File: src/rtl/core/phrr_pkg.sv
// Shared types and constants of the per-host round-robin work scheduler.
// Used by the front, the back and the top level; depends on nothing.
package phrr_pkg;

    localparam int MAX_HOSTS_DEF = 16;
    localparam int MAX_CONNS_DEF = 16;
    localparam int CONN_ID_BITS_DEF = 16;

    localparam logic [1:0] KIND_OPEN    = 2'd0;
    localparam logic [1:0] KIND_WORK    = 2'd1;
    localparam logic [1:0] KIND_REQUEST = 2'd2;
    localparam logic [1:0] KIND_CLOSE   = 2'd3;

    localparam logic [2:0] ST_OK      = 3'd0;
    localparam logic [2:0] ST_NO_WORK = 3'd1;
    localparam logic [2:0] ST_UNKNOWN = 3'd2;
    localparam logic [2:0] ST_FULL    = 3'd3;
    localparam logic [2:0] ST_LIMIT   = 3'd4;

    // Item as handed from the front to the back.
    typedef struct packed {
        logic [1:0]  kind;
        logic [31:0] addr;
        logic [15:0] conn;
    } item_t;

endpackage

File: src/rtl/core/phrr_front.sv
// Front part: accepts items into a two-entry queue ahead of the back part.
// Depends on phrr_pkg.
module phrr_front
(
    input  logic           clk,
    input  logic           rst_n,
    input  logic           push,
    output logic           full,
    input  logic [1:0]     kind,
    input  logic [31:0]    host_addr,
    input  logic [15:0]    conn_id,
    output logic           q_valid,
    input  logic           q_take,
    output phrr_pkg::item_t q_item
);
    import phrr_pkg::*;

    item_t      mem_reg [2];
    logic       wp_reg, rp_reg;
    logic [1:0] cnt_reg;
    logic       wr, rd;

    assign full    = (cnt_reg == 2'd2);
    assign q_valid = (cnt_reg != 2'd0);
    assign q_item  = mem_reg[rp_reg];
    assign wr      = push && !full;
    assign rd      = q_take && q_valid;

    always_ff @(posedge clk)
    begin
        if (wr)
        begin
            mem_reg[wp_reg] <= '{kind: kind, addr: host_addr, conn: conn_id};
        end
    end

    always_ff @(posedge clk or negedge rst_n)
    begin
        if (!rst_n)
        begin
            wp_reg  <= 1'b0;
            rp_reg  <= 1'b0;
            cnt_reg <= 2'd0;
        end
        else
        begin
            if (wr) wp_reg <= ~wp_reg;
            if (rd) rp_reg <= ~rp_reg;
            cnt_reg <= cnt_reg + {1'b0, wr} - {1'b0, rd};
        end
    end

`ifndef SYNTHESIS
    a_no_over: assert property (@(posedge clk) disable iff (!rst_n)
        cnt_reg != 2'd3) else $error("front queue count out of range");
    a_take_valid: assert property (@(posedge clk) disable iff (!rst_n)
        (cnt_reg == 2'd0 && !wr) |=> cnt_reg == 2'd0)
        else $error("front queue grew without a transfer");
    a_full_hold: assert property (@(posedge clk) disable iff (!rst_n)
        (full && !rd) |=> full) else $error("full dropped without a read");
`endif
endmodule

File: config.mk
export PLATFORM = sky130hd
export DESIGN_NAME = phrr_front
export DESIGN_NICKNAME = d
export VERILOG_FILES = /design/src/rtl/core/phrr_pkg.sv /design/src/rtl/core/phrr_front.sv
export SDC_FILE = /design/constraint.sdc
export NUM_CORES = 1
export LEC_CHECK = 0
export BUFFER_PORTS_ARGS = -buffer_cell sky130_fd_sc_hd__buf_4
export CAP_MARGIN = 0
export CORE_MARGIN = 2
export CORE_UTILIZATION = 52
export DETAILED_ROUTE_END_ITERATION = 6
export PLACE_DENSITY = 0.79
export SLEW_MARGIN = 20
export SYNTH_ARGS = -nofsm -noshare
export SYNTH_HDL_FRONTEND = slang
export SYNTH_SLANG_ARGS = --single-unit
File: constraint.sdc
create_clock -name clk -period 4.55 [get_ports clk]
set_clock_uncertainty 0.15 [all_clocks]
set_input_delay 0 -clock clk [delete_from_list [all_inputs] [get_ports clk]]
set_output_delay 0 -clock clk [all_outputs]
set_load 0.05 [all_outputs]
==> results.json <==
{
  "status": "complete, no violations",
  "whs_ps": 219.6,
  "finalSetupViolCount": 0,
  "synth_fp_nets": 230,
  "path_class": "flip-flop to output pin",
  "syn_area_mm2": 0.004066,
  "clock-root-buffer": "clkbuf_8",
  "startpoint_type": "flip-flop",
  "final_cell_mix": "buf_4 (106), edfxtp_1 (100), dlygate4sd3_1 (54)",
  "stdcell_count": 446,
  "dr_wl_met2_um": 3889,
  "place.port_buffers": 105,
  "die_height_um": 92.43,
  "max-slew-margin-rel_pct": 36.81,
  "worst-path-max-fanout": 51,
  "io_pins": 106,
  "cts_tree": "done",
  "ys_seq_area_share_pct": 76.31,
  "cts_htree_levels": 3,
  "ir_worst_vdd_mv": 0.4219,
  "fin_crit_ps": 2189,
  "clkSinkCount": 104,
  "largest_reg_flops": 100,
  "max_freq_ghz": 0.4568,
  "wl_per_cell_um": 15.94,
  "fin_crit_sh_pct": 48.12,
  "grtUsageTotal_pct": 17.30,
  "tightest_slew_ps": 947.9,
  "max_cap_violations": 0,
  "drive_gt1_share_pct": 50.58,
  "final_common_cell": "buf_4",
  "fin_util_pct": 73.53,
  "die_w_um": 92.43,
  "end_kind": "output pin",
  "synth_area_per_cell_um2": 23.37,
  "antenna_found_initial": 0,
  "start_util_pct": 53.17,
  "pre_cts_ws_ps": 2381,
  "dr.pass1.iters": 4,
  "tns_ps": 0,
  "drc": 0,
  "vias": 2131,
  "finalInstanceArea_mm2": 0.005623,
  "hpwl_um": 4291,
  "critPathMaxStageDelay_ps": 1070,
  "highest_layer": "met4",
  "rows": 32,
  "drt-initial-drc-count": 80,
  "numCtsBuffers": 9,
  "yosysWarningCount": 0,
  "synth_cells": 174,
  "postCtsResizedCells": 0,
  "grt_pass1_vias": 2213,
  "crit_slowest_cell": "dfrtp_4",
  "power_mw": 3.792,
  "die-area_mm2": 0.008543,
  "rsz0062_at_grt": "no",
  "detail-route-antenna-nets": 0,
  "synthToLayoutAreaGrowth_pct": 38.28,
  "clk_latency_ps": 350,
  "crit_chain": "mux2_2 -> buf_4",
  "leakage_nw": 2.270,
  "max-clock-path-buffers": 2,
  "grt_max_degree": 52,
  "diodes": 0,
  "clk_pin_slew_ps": 90,
  "wl_met3_um": 283,
  "via_per_inst": 4.778,
  "ys_seq_elements": 104,
  "wl_met1_um": 2772,
  "slew_violations": 0,
  "arrival_ps": 2040,
  "grt_overflow": 0,
  "critPathRequiredTime_ps": 4400,
  "placed_cell_area_mm2": 0.004895,
  "coreArea_mm2": 0.007647,
  "grt_pass1_wl_um": 10900,
  "hold_class": "primary input to flip-flop",
  "wl_um": 7111,
  "p_per_area_mw_per_mm2": 674.4,
  "ys_types": 16,
  "final_nets": 395,
  "hold_viol": 0,
  "placed_cells": 376,
  "worst_slack_ps": 2361,
  "gp_congestion": 0.6992
}
final timing paths:
path / start / endpoint / slack [ps] / cells after the start
max: rp_reg / q_item[49] / 2360 / 2
min: conn_id[0] / mem_reg[1][0] / 220 / 2
max reg2reg: cnt_reg[1] / mem_reg[0][46] / 2400 / 4
min reg2reg: cnt_reg[0] / cnt_reg[0] / 380 / 1
max in group asynchronous: rst_n / rp_reg / 3620 / 3
min in group asynchronous: rst_n / rp_reg / 440 / 3
critical path: cells and delay by family (launching register included):
family / cells / cell delay (ps)
DFF: 1 / 1070
muxes: 1 / 420
buffers and inverters: 1 / 190
layout make-up:
class	instances	area, um2
flip-flops and latches	104	3107
fillers	475	2024
repair buffers	160	1336
multi-input cells	62	857.1
clock buffers	10	127.6
well taps	102	127.6
clock inverters	6	60.06
inverters	2	7.507
power breakdown:
group	internal, mW	switching [mW]
Clock	0.252	0.284
Combinational	0.705	1.06
Sequential	1.31	0.180
kinds of logic after synthesis:
kind of cell,count (synthesis),share of synthesized area (%)
DFF,104,76.31
xor gates and xnor gates,4,0.8617
muxes,50,18.37
and+or+nand+nor,6,0.9232
buffers and inverters,8,2.923
adders and majority gates,2,0.6153
repair_timing:
item | 4_1_cts | 5_1_grt
endpoints found under the hold margin | 107 | 0
hold buffers | 54 | 0
setup buffers | 0 | 0
cell usage after synthesis:
library cell	count	area (um2)
and2_4	1	8.760
and3_1	1	6.260
buf_12	5	100.1
buf_6	1	11.26
dfrtp_1	4	100.1
edfxtp_1	100	3003
ha_1	2	25.02
inv_1	2	7.510
mux2_2	1	11.26
mux2_4	49	735.7
nand2_1	1	3.750
nand2b_1	1	6.260
nor2_1	1	3.750
or2_4	1	8.760
xnor2_1	3	26.28
xor2_1	1	8.760
layer usage:
layer	vias to the layer above	track usage [%]
met1	1052	19.39
met2	64	31.27
met4	0	8.706
met5	-	0
met3	11	3.417
li1	1004	-
Note: power is estimated with default switching activity, not from simulation.
